## config.mk

```make
export PLATFORM = sky130hd
export DESIGN_NAME = nsc_frame_tracker
export DESIGN_NICKNAME = d
export VERILOG_FILES = /design/src/hw/rtl/nsc_pkg.sv /design/src/hw/rtl/nsc_frame_tracker.sv
export SDC_FILE = /design/constraint.sdc
export NUM_CORES = 1
export LEC_CHECK = 0
export ABC_AREA = 0
export ABC_CLOCK_PERIOD_IN_PS = 9300
export BUFFER_PORTS_ARGS = -buffer_cell sky130_fd_sc_hd__buf_2
export CAP_MARGIN = 25
export CORE_ASPECT_RATIO = 2
export CORE_MARGIN = 4
export CORE_UTILIZATION = 58
export CTS_CLUSTER_DIAMETER = 100
export DETAILED_ROUTE_END_ITERATION = 6
export PLACE_DENSITY = 0.76
export SLEW_MARGIN = 0
export SYNTH_ARGS = -nofsm -noshare
export SYNTH_HDL_FRONTEND = slang
export SYNTH_SLANG_ARGS = --single-unit
export TNS_END_PERCENT = 5
```

## constraint.sdc

```tcl
create_clock -name clk -period 9.3 [get_ports clk]
set_clock_uncertainty 0.15 [all_clocks]
set_input_delay 1.86 -clock clk [delete_from_list [all_inputs] [get_ports clk]]
set_output_delay 1.86 -clock clk [all_outputs]
set_load 0.03 [all_outputs]
```

## src/hw/rtl/nsc_pkg.sv

```systemverilog
// Package for the NMEA sentence checker: byte codes, sentence types, result struct.
// Used by nsc_frame_tracker and nmea_sentence_checker; depends on nothing.
package nsc_pkg;

  localparam int MAX_SENTENCE_LEN = 128;
  localparam int POS_W            = $clog2(MAX_SENTENCE_LEN);
  localparam int NUM_TYPES        = 3;
  localparam int TYPE_LEN         = 5;

  localparam logic [POS_W-1:0] POS_LAST = POS_W'(MAX_SENTENCE_LEN - 1);
  localparam logic [POS_W-1:0] POS_TYPE_END = POS_W'(TYPE_LEN);

  localparam logic [7:0] CH_DOLLAR = 8'h24;
  localparam logic [7:0] CH_STAR   = 8'h2A;
  localparam logic [7:0] CH_CR     = 8'h0D;
  localparam logic [7:0] CH_NUL    = 8'h00;

  typedef enum logic [1:0] {
    TYPE_GNRMC = 2'd0,
    TYPE_GPGSA = 2'd1,
    TYPE_GNGGA = 2'd2
  } nsc_type_t;

  // Type letters, one row per sentence type in type-code order.
  localparam logic [7:0] TYPE_TEXT [NUM_TYPES][TYPE_LEN] = '{
    '{8'h47, 8'h4E, 8'h52, 8'h4D, 8'h43},  // G N R M C
    '{8'h47, 8'h50, 8'h47, 8'h53, 8'h41},  // G P G S A
    '{8'h47, 8'h4E, 8'h47, 8'h47, 8'h41}   // G N G G A
  };

  typedef struct packed {
    nsc_type_t  sentence_type;
    logic       checksum_ok;
    logic [7:0] computed_sum;
    logic [6:0] sentence_length;
  } nsc_result_t;

  // Hex digit value, or -1 for anything else.
  function automatic logic signed [4:0] hex_value(input logic [7:0] c);
    logic signed [4:0] v;
    v = -5'sd1;
    if (c >= 8'h30 && c <= 8'h39) v = 5'(c - 8'h30);
    else if (c >= 8'h41 && c <= 8'h46) v = 5'(c - 8'h41 + 8'd10);
    else if (c >= 8'h61 && c <= 8'h66) v = 5'(c - 8'h61 + 8'd10);
    return v;
  endfunction

endpackage

```

## src/hw/rtl/nsc_frame_tracker.sv

```systemverilog
// Sentence state and per-byte update logic of the NMEA sentence checker.
// Depends on nsc_pkg for byte codes, type table and the result struct.
module nsc_frame_tracker (
  input  logic                clk,
  input  logic                rst_n,
  input  logic                step_en,
  input  logic [7:0]          step_byte,
  output logic                res_valid,
  output nsc_pkg::nsc_result_t res
);

  logic                      in_sentence_r, in_sentence_nxt;
  logic [nsc_pkg::POS_W-1:0] pos_r, pos_nxt;
  logic [2:0]                flags_r, flags_nxt;
  logic [7:0]                xor_r, xor_nxt;
  logic                      star_r, star_nxt;
  logic                      zero_r, zero_nxt;
  logic [1:0]                ndig_r, ndig_nxt;
  logic signed [4:0]         d1_r, d1_nxt;
  logic signed [4:0]         d2_r, d2_nxt;

  always_ff @(posedge clk) begin
    if (!rst_n) begin
      in_sentence_r <= 1'b0;
      pos_r         <= '0;
      flags_r       <= 3'b111;
      xor_r         <= '0;
      star_r        <= 1'b0;
      zero_r        <= 1'b0;
      ndig_r        <= '0;
      d1_r          <= -5'sd1;
      d2_r          <= -5'sd1;
    end else begin
      in_sentence_r <= in_sentence_nxt;
      pos_r         <= pos_nxt;
      flags_r       <= flags_nxt;
      xor_r         <= xor_nxt;
      star_r        <= star_nxt;
      zero_r        <= zero_nxt;
      ndig_r        <= ndig_nxt;
      d1_r          <= d1_nxt;
      d2_r          <= d2_nxt;
    end
  end

  always_comb begin
    logic                      start, act, in_type, done;
    logic [nsc_pkg::POS_W-1:0] p;
    logic [2:0]                fl, idx;
    logic [7:0]                x;
    logic                      st, zb;
    logic [1:0]                nd;
    logic signed [4:0]         a, b;
    logic signed [9:0]         sent;

    in_sentence_nxt = in_sentence_r;
    pos_nxt   = pos_r;
    flags_nxt = flags_r;
    xor_nxt   = xor_r;
    star_nxt  = star_r;
    zero_nxt  = zero_r;
    ndig_nxt  = ndig_r;
    d1_nxt    = d1_r;
    d2_nxt    = d2_r;
    res_valid = 1'b0;
    res       = '0;

    // A dollar restarts the sentence with cleared state.
    start = (step_byte == nsc_pkg::CH_DOLLAR);
    act   = start || in_sentence_r;
    p     = start ? '0 : pos_r;
    fl    = start ? 3'b111 : flags_r;
    x     = start ? 8'h00 : xor_r;
    st    = start ? 1'b0 : star_r;
    zb    = start ? 1'b0 : zero_r;
    nd    = start ? 2'd0 : ndig_r;
    a     = start ? -5'sd1 : d1_r;
    b     = start ? -5'sd1 : d2_r;
    done  = 1'b0;
    idx   = 3'(p - 1'b1);
    in_type = (p != '0) && (p <= nsc_pkg::POS_TYPE_END);
    sent  = ($signed(10'(a)) <<< 4) + $signed(10'(b));

    if (step_en && act) begin
      // CR before the type letters are complete: discard.
      if (in_type && p != nsc_pkg::POS_TYPE_END && step_byte == nsc_pkg::CH_CR) begin
        done = 1'b1;
      end else begin
        if (in_type) begin
          for (int k = 0; k < nsc_pkg::NUM_TYPES; k++) begin
            if (nsc_pkg::TYPE_TEXT[k][idx] != step_byte) fl[k] = 1'b0;
          end
          if (p == nsc_pkg::POS_TYPE_END && fl == 3'b000) done = 1'b1;
        end
        if (!done && p >= nsc_pkg::POS_LAST) done = 1'b1;
        if (!done && step_byte == nsc_pkg::CH_CR) begin
          done      = 1'b1;
          res_valid = 1'b1;
          if (fl[0])      res.sentence_type = nsc_pkg::TYPE_GNRMC;
          else if (fl[1]) res.sentence_type = nsc_pkg::TYPE_GPGSA;
          else            res.sentence_type = nsc_pkg::TYPE_GNGGA;
          res.checksum_ok     = st && !zb && (sent == $signed({2'b00, x}));
          res.computed_sum    = x;
          res.sentence_length = 7'(p);
        end
        if (!done) begin
          if (p != '0) begin
            if (!st) begin
              if (step_byte == nsc_pkg::CH_STAR)     st = 1'b1;
              else if (step_byte == nsc_pkg::CH_NUL) zb = 1'b1;
              else                                   x  = x ^ step_byte;
            end else if (nd != 2'd2) begin
              if (nd == 2'd0) a = nsc_pkg::hex_value(step_byte);
              else            b = nsc_pkg::hex_value(step_byte);
              nd = nd + 2'd1;
            end
          end
          p = p + 1'b1;
        end
      end
      in_sentence_nxt = !done;
      pos_nxt   = p;
      flags_nxt = fl;
      xor_nxt   = x;
      star_nxt  = st;
      zero_nxt  = zb;
      ndig_nxt  = nd;
      d1_nxt    = a;
      d2_nxt    = b;
    end
  end

endmodule

```

# ---- Yosys cells after proc, flatten, opt, wreduce, memory -nomap -nowiden
# Memories as Yosys holds them, arrays and structs flattened.
# Cells that the tools add are included.
# Widths: inputs -> output; s select.
dict set report word_totals {
  out_inout_bits 19
  n_memories 3
  reg_bits 33
  mem_bits_rw 0
  latchBits 0
  romBits 192
}
dict set report op_classes {
  bitwise_logic 2
  shift 0
  n_mul 0
  n_lt_le_gt_ge 9
  mux 89
  reduce_logical 21
  add_sub_neg 9
  div 0
  eq_ne 10
}
# memory words width read_ports rd_clocked_by_memory_dff write_ports line
set mem_list {}
lappend mem_list {{(name not given)} 8 8 1 0 0 nsc_frame_tracker.sv:91} ;# if (nsc_pkg::TYPE_TEXT[k][idx] != step_byte) fl[k] = 1'b0;
lappend mem_list {{(name not given)} 8 8 1 0 0 nsc_frame_tracker.sv:91}
lappend mem_list {{(name not given)} 8 8 1 0 0 nsc_frame_tracker.sv:91}
# operator count
set op_table {}
lappend op_table {{$mux 8} 13}
lappend op_table {{$mux 5} 17}
lappend op_table {{$mux 18} 3}
lappend op_table {{$mux 1} 40}
lappend op_table {{$ne 8x8->1} 3}
lappend op_table {{$mux 7} 3}
lappend op_table {{$eq 8x6->1 const B} 2}
lappend op_table {{$ge 8x7->1 const B} 2}
lappend op_table {{$le 8x7->1 const B} 2}
lappend op_table {{$mux 2} 8}
lappend op_table {{$mux 3} 5}
lappend op_table {{$logic_and 1x1->1} 12}
lappend op_table {{$add 5x4->5 const B} 2}
lappend op_table {{$add 9x5->10} 1}
lappend op_table {{$eq 10x9->1} 1}
lappend op_table {{$sub 5x1->5 const B} 2}
lappend op_table {{$eq 8x4->1 const B} 1}
lappend op_table {{$ge 8x6->1 const B} 1}
lappend op_table {{$le 8x6->1 const B} 1}
lappend op_table {{$logic_not 8->1} 1}
lappend op_table {{$xor 8x8->8} 1}
lappend op_table {{$add 7x1->7 const B} 1}
lappend op_table {{$eq 7x3->1 const B} 1}
lappend op_table {{$ge 7x7->1 const B} 1}
lappend op_table {{other kinds (13)} 16}

# ---- Depth between registers and ports, before layout
# Gate-level depths: netlist of run 1.
dict set report depth {
  depth_word 31
  depth_mapped 17
  ltp_nobuf 14
}

# ---- Worst setup path after synthesis of run 1
# No wires, ideal clock.
dict set report synth_path {
  path_type {input to output}
  from {input port step_byte[0]}
  to {output port res[17] (netlist name)}
  path_buffers 2
  path_slack_ns 2.030
  t_arrival_ns 5.260
  stages 15
  required_time_ns 7.290
  path_cell_list {clkbuf_1 -> inv_1 -> ha_1 -> and3b_4 -> nand2_1 -> clkbuf_1 -> nand2_1 -> ha_1 -> nand3_1 -> o32a_1 -> nand4_1 -> o22ai_2 -> nor2_4 -> a2111oi_4 -> nor3b_1}
}
# item line
set synth_lines {}
lappend synth_lines {{start, declared} nsc_frame_tracker.sv:7} ;# input logic [7:0] step_byte,
lappend synth_lines {{end, declared} nsc_frame_tracker.sv:9} ;# output nsc_pkg::nsc_result_t res

==> results of run 1 <==
[power groups by stage]
stage               logic (mW)  registers [mW]  clock network [mW]
floorplan               0.0255           0.147                   0
global placement        0.0345           0.147                   0
detailed placement      0.0350           0.147                   0
CTS                     0.0356           0.144               0.144
global route            0.0398           0.144               0.151
finish                  0.0363           0.144               0.142
[worst paths after layout]
kind	start	to	cells past startpoint
max	step_byte[0]	res[16]	15
min	d1_r[3]	d1_r[3]	1
max reg2reg	pos_r[2]	d1_r[0]	8
min reg2reg	d1_r[3]	d1_r[3]	1
[cell type report]
type                    count  area (sq um)  area share
clock buffers               7         86.33     0.02881
clock inverters             1         30.03     0.01002
inverters                  15         56.30     0.01879
multi-input cells         291          1942      0.6480
flip-flops and latches     33         660.6      0.2205
well taps                  55         68.82     0.02296
repair buffers             30         152.6     0.05094
[metal layers]
layer,track usage,share of wire
met1,0.2872,0.35
met2,0.4894,0.55
met3,0.03554,0.048
met4,0.1774,0.053
met5,0,0
[sequential cells by signal, summed over array words and instances (netlist names)]
| signal | flops |
|---|---|
| xor_r | 8 |
| pos_r | 7 |
| d1_r | 5 |
| d2_r | 5 |
| flags_r | 3 |
| ndig_r | 2 |
| in_sentence_r | 1 |
| star_r | 1 |
| zero_r | 1 |
[metrics by stage]
step | util | power [mW] | instances
after floorplan | - | 0.1723 | 363
after global placement | 0.6205 | 0.1817 | 424
after detailed placement | 0.6205 | 0.1823 | 424
after CTS | 0.6456 | 0.3239 | 432
after global routing | 0.6456 | 0.3352 | 432
final | 0.6456 | 0.3227 | 432
[kinds of logic (layout without fill, tap and decap cells)]
logic type,Yosys count,count (layout)
AOI/OAI and AO/OA,81,81
muxes,9,9
DFF,33,33
xor gates and xnor gates,14,14
adders and majority gates,13,13
buffers and inverters,39,53
and+or+nand+nor,174,174
[cells in the mapped netlist (all sizes together), types with 2 or more instances]
| library cell | count | share of area |
|---|---|---|
| o2111ai | 2 | 0.0063 |
| a21boi | 7 | 0.019 |
| nor3 | 6 | 0.011 |
| mux2i | 9 | 0.032 |
| clkbuf | 15 | 0.020 |
| o21a | 2 | 0.0054 |
| nor2 | 16 | 0.024 |
| inv | 15 | 0.020 |
| nand4 | 20 | 0.045 |
| nor2b | 3 | 0.0068 |
| nand2b | 15 | 0.034 |
| nor3b | 7 | 0.019 |
| a21oi | 11 | 0.020 |
| or2 | 2 | 0.0045 |
| xor2 | 7 | 0.022 |
| o22ai | 8 | 0.020 |
| dfxtp | 33 | 0.24 |
| nand3 | 20 | 0.038 |
| and2 | 17 | 0.038 |
| and3b | 2 | 0.0077 |
| o22a | 4 | 0.013 |
| o211ai | 4 | 0.011 |
| o2bb2ai | 2 | 0.0063 |
| nor4 | 7 | 0.016 |
| xnor2 | 7 | 0.022 |
| ha | 12 | 0.054 |
| or4 | 3 | 0.0081 |
| a211o | 3 | 0.0095 |
| buf | 9 | 0.023 |
| a31o | 4 | 0.013 |
| nand2 | 43 | 0.058 |
| or3 | 2 | 0.0045 |
| and3 | 5 | 0.011 |
| o21ai | 20 | 0.036 |
| o32a | 3 | 0.011 |
| a32oi | 2 | 0.0063 |
[placed cells by master, fill, tap and decap left out, types with 3 or more instances in the layout]
master	Yosys	routed
xnor2_1	7	7
a31o_2	4	4
and3_1	5	5
inv_1	15	15
or4_1	3	3
clkbuf_8	0	6
and2_1	17	17
o22ai_1	7	7
o22a_1	4	4
nand4_1	20	20
a211o_1	3	3
nand2_1	43	43
nor4_1	7	7
xor2_1	7	7
o32a_1	3	3
nor3b_1	7	7
nor3_1	6	6
o211ai_1	4	4
mux2i_1	9	9
nand2b_1	15	15
buf_2	5	29
nor2b_1	3	3
dfxtp_1	33	33
ha_1	12	12
a21boi_1	5	5
nor2_1	15	15
a21oi_1	11	11
nand3_1	19	19
o21ai_0	19	19
==> metrics.yaml, run 1 <==
critical_path:
  reg2reg_slack_ns: 5.96
  path_delay_family: "simple AND/OR/NAND/NOR gates"
  path_buf_inv: 3
  path_cells: "buf_2 -> inv_1 -> ha_1 -> and3b_4 -> nand2_1 -> nand2_1 -> ha_1 -> nand3_1 -> o32a_1 -> nand4_1 -> o22ai_2 -> nor2_4 -> a2111oi_4 -> and3b_1 -> buf_2"
  cpPeakStageDelay_ns: 0.75
  critPathKind: "input pin to output port"
  arrival_ns: 5.49
  crit_required_ns: 7.29
  end_kind: "output port"
  crit_fanout: 19
  slowest_stage: "a2111oi_4"
  cp-start-kind: "input pin"
finish:
  final_layout_size_suffix_gt1_frac: 0.1300
  diodes: 0
  nFillCells: 451
  fin_nets: 400
  area_growth_pct: 7.883
  final_area_sq_um: 2997
yosys:
  synth-compound-area-share: 0.2104
  ys_async_sr_fraction: 0
  ys_warn_count: 0
  yosysUniqueCellTypes: 61
  synth_top_family_by_area: "simple AND/OR/NAND/NOR gates"
  synth_top_flop_cell: "dfxtp_1"
  synth_edf_count: 0
  synth_area_sq_um: 2778
  synth-simple-area-share: 0.3509
  synth-adder-area-share: 0.06126
  synthMuxAreaShare: 0.03243
  synth_nets: 387
  synth-seq-area-share: 0.2378
  synthCells: 363
  synth_seq_cells: 33
  yosys.area_share.xor_xnor: 0.04414
  syn_area_per_cell_sq_um: 7.652
routing:
  ant_nets: 0
  vias: 2810
  first_iter_violations: 163
  dr.pass1.iters: 5
  drt_wl_total_mm: 7.893
  drc: 0
  wl_per_cell_microns: 18.27
  via_per_inst: 6.505
min_path:
  hold_path_class: "flop to flop"
place:
  dp_slack_ns: 1.801
  dpl_cell_area_sq_um: 2880
  dp_hpwl_mm: 5.832
  port-buffer-count: 29
  gp_congestion: 0.9218
outcome:
  status: "finished, final reports clean"
sta:
  period_minus_slack_ns: 7.505
  worstMarginPinSlew_ns: 0.9497
  max-slew-margin-rel: 0.3611
  hold_violations: 0
  fin_tns_setup_ns: 0
  max_freq_mhz: 133.3
  worst_slack_ns: 1.795
  drv_slew: 0
  rsz0062_at_grt: "false"
  finalCritPeriodShare: 0.8070
  whs_ns: 0.3242
  setup_viol: 0
grt:
  grt_max_degree: 40
  grt_usage: 0.2738
  grt_pass1_vias: 2730
  overflow: 0
  antenna_found_initial: 0
  grt_pass1_wl_mm: 13.01
pwr:
  pwr-share-seq: 0.447
  internal_power_uw: 243.6
  power_density_nw_per_um2: 107.7
  p_leak_nw: 1.211
  clockPowerShare: 0.441
  power_switching_uw: 79.16
  ir_worst_vdd_mv: 0.1135
  combPwrFrac: 0.112
  switching_share: 0.2453
clock_network:
  cts_tree: "done"
  cts_setup_buffers: 0
  clk_latency_ns: 0.29
  numCtsBuffers: 5
  cts_htree_levels: 2
  post_cts_resized: 0
  cts_sinks: 33
  clk_path_buf_depth: 2
  cts_root_buffer: "clkbuf_8"
  ctsHoldBuffers: 0
  clkSlewWorstSetupHoldPaths_ns: 0.07
floorplan:
  rows: 35
  die_w_microns: 56.94
  start_util: 0.5984
  ios: 30
  die-area_sq_um: 6028
  core_sq_um: 4642
  die_y_microns: 105.9
run:
  maxCapViolations: 0
Note: power is estimated with default switching activity, not from simulation.
==> run 2: changes to the inputs <==
--- a/config.mk
+++ b/config.mk
@@ -5,8 +5,8 @@
 export SDC_FILE = /design/constraint.sdc
 export NUM_CORES = 1
 export LEC_CHECK = 0
-export ABC_AREA = 0
-export ABC_CLOCK_PERIOD_IN_PS = 9300
+export ABC_AREA = 1
+export ABC_CLOCK_PERIOD_IN_PS = 7500
 export BUFFER_PORTS_ARGS = -buffer_cell sky130_fd_sc_hd__buf_2
 export CAP_MARGIN = 25
 export CORE_ASPECT_RATIO = 2
@@ -14,7 +14,7 @@
 export CORE_UTILIZATION = 58
 export CTS_CLUSTER_DIAMETER = 100
 export DETAILED_ROUTE_END_ITERATION = 6
-export PLACE_DENSITY = 0.76
+export PLACE_DENSITY = 0.75
 export SLEW_MARGIN = 0
 export SYNTH_ARGS = -nofsm -noshare
 export SYNTH_HDL_FRONTEND = slang
==> constraint.sdc (replaced) <==
create_clock -name clk -period 7.5 [get_ports clk]
set_clock_uncertainty 0.15 [all_clocks]
set_input_delay 1.5 -clock clk [delete_from_list [all_inputs] [get_ports clk]]
set_output_delay 1.5 -clock clk [all_outputs]
set_load 0.03 [all_outputs]
==> metrics.yaml, run 2 <==
floorplan:
  core_sq_um: 5139  # +11%
  die_w_microns: 59.22  # +4.0%
  die-area_sq_um: 6539  # +8.5%
  ios: 30  # unchanged
  start_util: 0.5922  # -0.006223
  die_y_microns: 110.4  # +4.3%
  rows: 37  # +5.7%
sta:
  worstMarginPinSlew_ns: 0.7090  # -0.2406 ns
  max_freq_mhz: 157.3
  max-slew-margin-rel: 0.5268  # +0.1657
  hold_violations: 0  # unchanged
  rsz0062_at_grt: "false"
  setup_viol: 0  # unchanged
  finalCritPeriodShare: 0.8475
  fin_tns_setup_ns: 0  # unchanged
  period_minus_slack_ns: 6.356
  drv_slew: 0  # unchanged
clock_network:
  cts_root_buffer: "clkbuf_8"
  post_cts_resized: 0  # unchanged
  ctsHoldBuffers: 0  # unchanged
  clk_latency_ns: 0.30  # about the same
  cts_htree_levels: 2  # unchanged
  cts_setup_buffers: 0  # unchanged
  cts_tree: "done"
  clkSlewWorstSetupHoldPaths_ns: 0.06  # about the same
  cts_sinks: 33  # unchanged
  clk_path_buf_depth: 2  # unchanged
  numCtsBuffers: 5  # unchanged
finish:
  fin_nets: 570  # +43%
  area_growth_pct: 8.594
  final_layout_size_suffix_gt1_frac: 0.1207  # -0.009315
  final_core_util: 0.6430  # -0.002505
  nFillCells: 539  # +20%
  mostFrequentLayoutCells: "149 x nand2_1, 78 x nor2_1, 71 x inv_1"
  largest_register_ffs: 8  # unchanged
  top_register: "xor_r"
  largestRegisters: "xor_r: 8 flops, pos_r: 7 flops"
  final_area_sq_um: 3304  # +10%
  layout_commonest_cell: "nand2_1"
  diodes: 0  # unchanged
pwr:
  power_density_nw_per_um2: 116.8  # +8.5%
  p_leak_nw: 1.535  # +27%
  ir_worst_vdd_mv: 0.1339  # +18%
yosys:
  synth_area_sq_um: 3043  # +9.5%
  yosysTopAreaCellShare: 0.2171  # -0.02073
  synth_top_area_cell: "dfxtp_1"
  yosysUniqueCellTypes: 47  # -23%
  synth_edf_count: 0  # unchanged
  synth_common_cells: "149 x nand2_1, 78 x nor2_1, 71 x inv_1"
  syn_area_per_cell_sq_um: 5.796  # -24%
  ys_async_sr_fraction: 0  # unchanged
  synth_seq_cells: 33  # unchanged
  synth_nets: 549  # +42%
  synth.area.top_cells: "dfxtp_1 22%, nand2_1 18%, nor2_1 9.6%, inv_1 8.8%, nand3_1 6.3%"
  yosysMostFrequentCell: "nand2_1"
  synth-seq-area-share: 0.2171  # -0.02073
  synth_top_flop_cell: "dfxtp_1"
  synthCells: 525  # +45%
  ys_warn_count: 0  # unchanged
outcome:
  status: "finished, final reports clean"
critical_path:
  path_delay_family: "buffers and inverters"
  r2r_start: "pos_r[1]"
  crit_fanout: 26  # +7
  crit_required_ns: 5.85  # -1.44 ns
  path_buf_inv: 7  # +4
  path_cells: "buf_2 -> inv_1 -> ha_1 -> nand3_1 -> inv_1 -> nand2_4 -> inv_2 -> nor2_1 -> inv_1 -> ha_1 -> inv_1 -> fa_1 -> xnor2_1 -> o22ai_1 -> a2111oi_0 -> o2111ai_1 -> nor2_1 -> buf_2"
  critPathLaunch: "step_byte[0]"
  cpMostUsedCell: "inv_1"
  critPathKind: "input pin to output port"
  arrival_ns: 4.71  # -0.78 ns
  cpPeakStageDelay_ns: 0.43  # -0.32 ns
  cp-start-kind: "input pin"
  end_kind: "output port"
  slowest_stage: "fa_1"
routing:
  ant_nets: 0  # unchanged
  dr.pass1.iters: 5  # unchanged
  first_iter_violations: 162  # -0.61%
  drc: 0  # unchanged
  vias: 3404  # +21%
  wl_per_cell_microns: 15.21  # -17%
  drt_wl_total_mm: 9.205  # +17%
  via_per_inst: 5.626  # -14%
min_path:
  hp-start: "zero_r"
  hold_path_class: "flop to flop"
place:
  gp_congestion: 0.9717  # +5.4%
  dp_hpwl_mm: 7.107  # +22%
  dpl_cell_area_sq_um: 3184  # +11%
  port-buffer-count: 29  # unchanged
grt:
  antenna_found_initial: 0  # unchanged
  grt_pass1_wl_mm: 14.93  # +15%
  grt_usage: 0.2955  # +0.02174
  grt_pass1_vias: 3178  # +16%
  grt_max_degree: 27  # -33%
  overflow: 0  # unchanged
run:
  maxCapViolations: 0  # unchanged
[run 2: cell types whose count changed after synthesis, moves of 10 or more]
cell,delta
nand2_1,+106
nor2_1,+63
inv_1,+56
nand3_1,+19
and2_1,-17
nand2b_1,-15
a21oi_1,+14
nand4_1,-11
nor3_1,+10
[run 2: cell families (layout without fill, tap and decap cells)]
family	after synthesis	in the layout	synth area share
simple gates	314	314	0.4560
buf+inv	95	117	0.1283
compound gates	64	64	0.1246
xor+xnor	5	5	0.01439
fa+ha+maj	13	13	0.05592
flops	33	33	0.2171
mux	1	1	0.003700
[run 2: final cells by class]
type                       count  area [sq um]  share of cell area
timing repair buffer          32         167.7             0.05074
inverter                      77         291.5             0.08822
clock buffer                   6         82.58             0.02499
sequential                    33         660.6              0.1999
multi-input combinational    397          1992              0.6028
tap                           58         72.57             0.02196
clock inverter                 2         37.54             0.01136
[run 2: path summary, 6_finish.rpt]
path,end,slack (ns),cells after the start
min reg2reg,zero_r,0.31,2
max,res[15],1.14,18
max reg2reg,d1_r[0],4.82,15
min,zero_r,0.31,2
[run 2: power breakdown]
group / switching, mW / internal, mW / leakage, nW
combinational: 0.0232 / 0.00932 / 1.21
sequential: 0.000383 / 0.176 / 0.266
clock: 0.0696 / 0.108 / 0.0574
[run 2: worst reg2reg max path: stages (launching register included)]
cell and delay, ns:
dfxtp_1 0.52, inv_1 0.19, nand4_1 0.14, nand2_1 0.17, nand2_1 0.10, nand2_1 0.05
nand3_1 0.20, nor2_1 0.08, nor2_1 0.18, nand2_4 0.11, nand3_4 0.19, inv_4 0.13
nand2_1 0.17, nand2_1 0.07, nand3_1 0.07, nand2_1 0.05
[run 2: through the flow]
step	setup slack, ns	instances	hold WS [ns]	power [mW]
2_1_floorplan	1.086	525	0.2829	0.2014
3_3_place_gp	1.208	597	0.2915	0.2114
3_5_place_dp	1.133	597	0.3060	0.2118
4_1_cts	1.124	605	0.3162	0.3902
5_1_grt	0.8414	605	0.3392	0.4029
6_report	1.144	605	0.3140	0.3861
[run 2: layer usage]
layer | global-route usage | routed length, microns | up-vias
li1 | - | - | 1728
met1 | 0.2961 | 3225 | 1530
met2 | 0.5318 | 5056 | 113
met3 | 0.04327 | 413 | 33
met4 | 0.1815 | 510 | 0
met5 | 0 | 0 | -
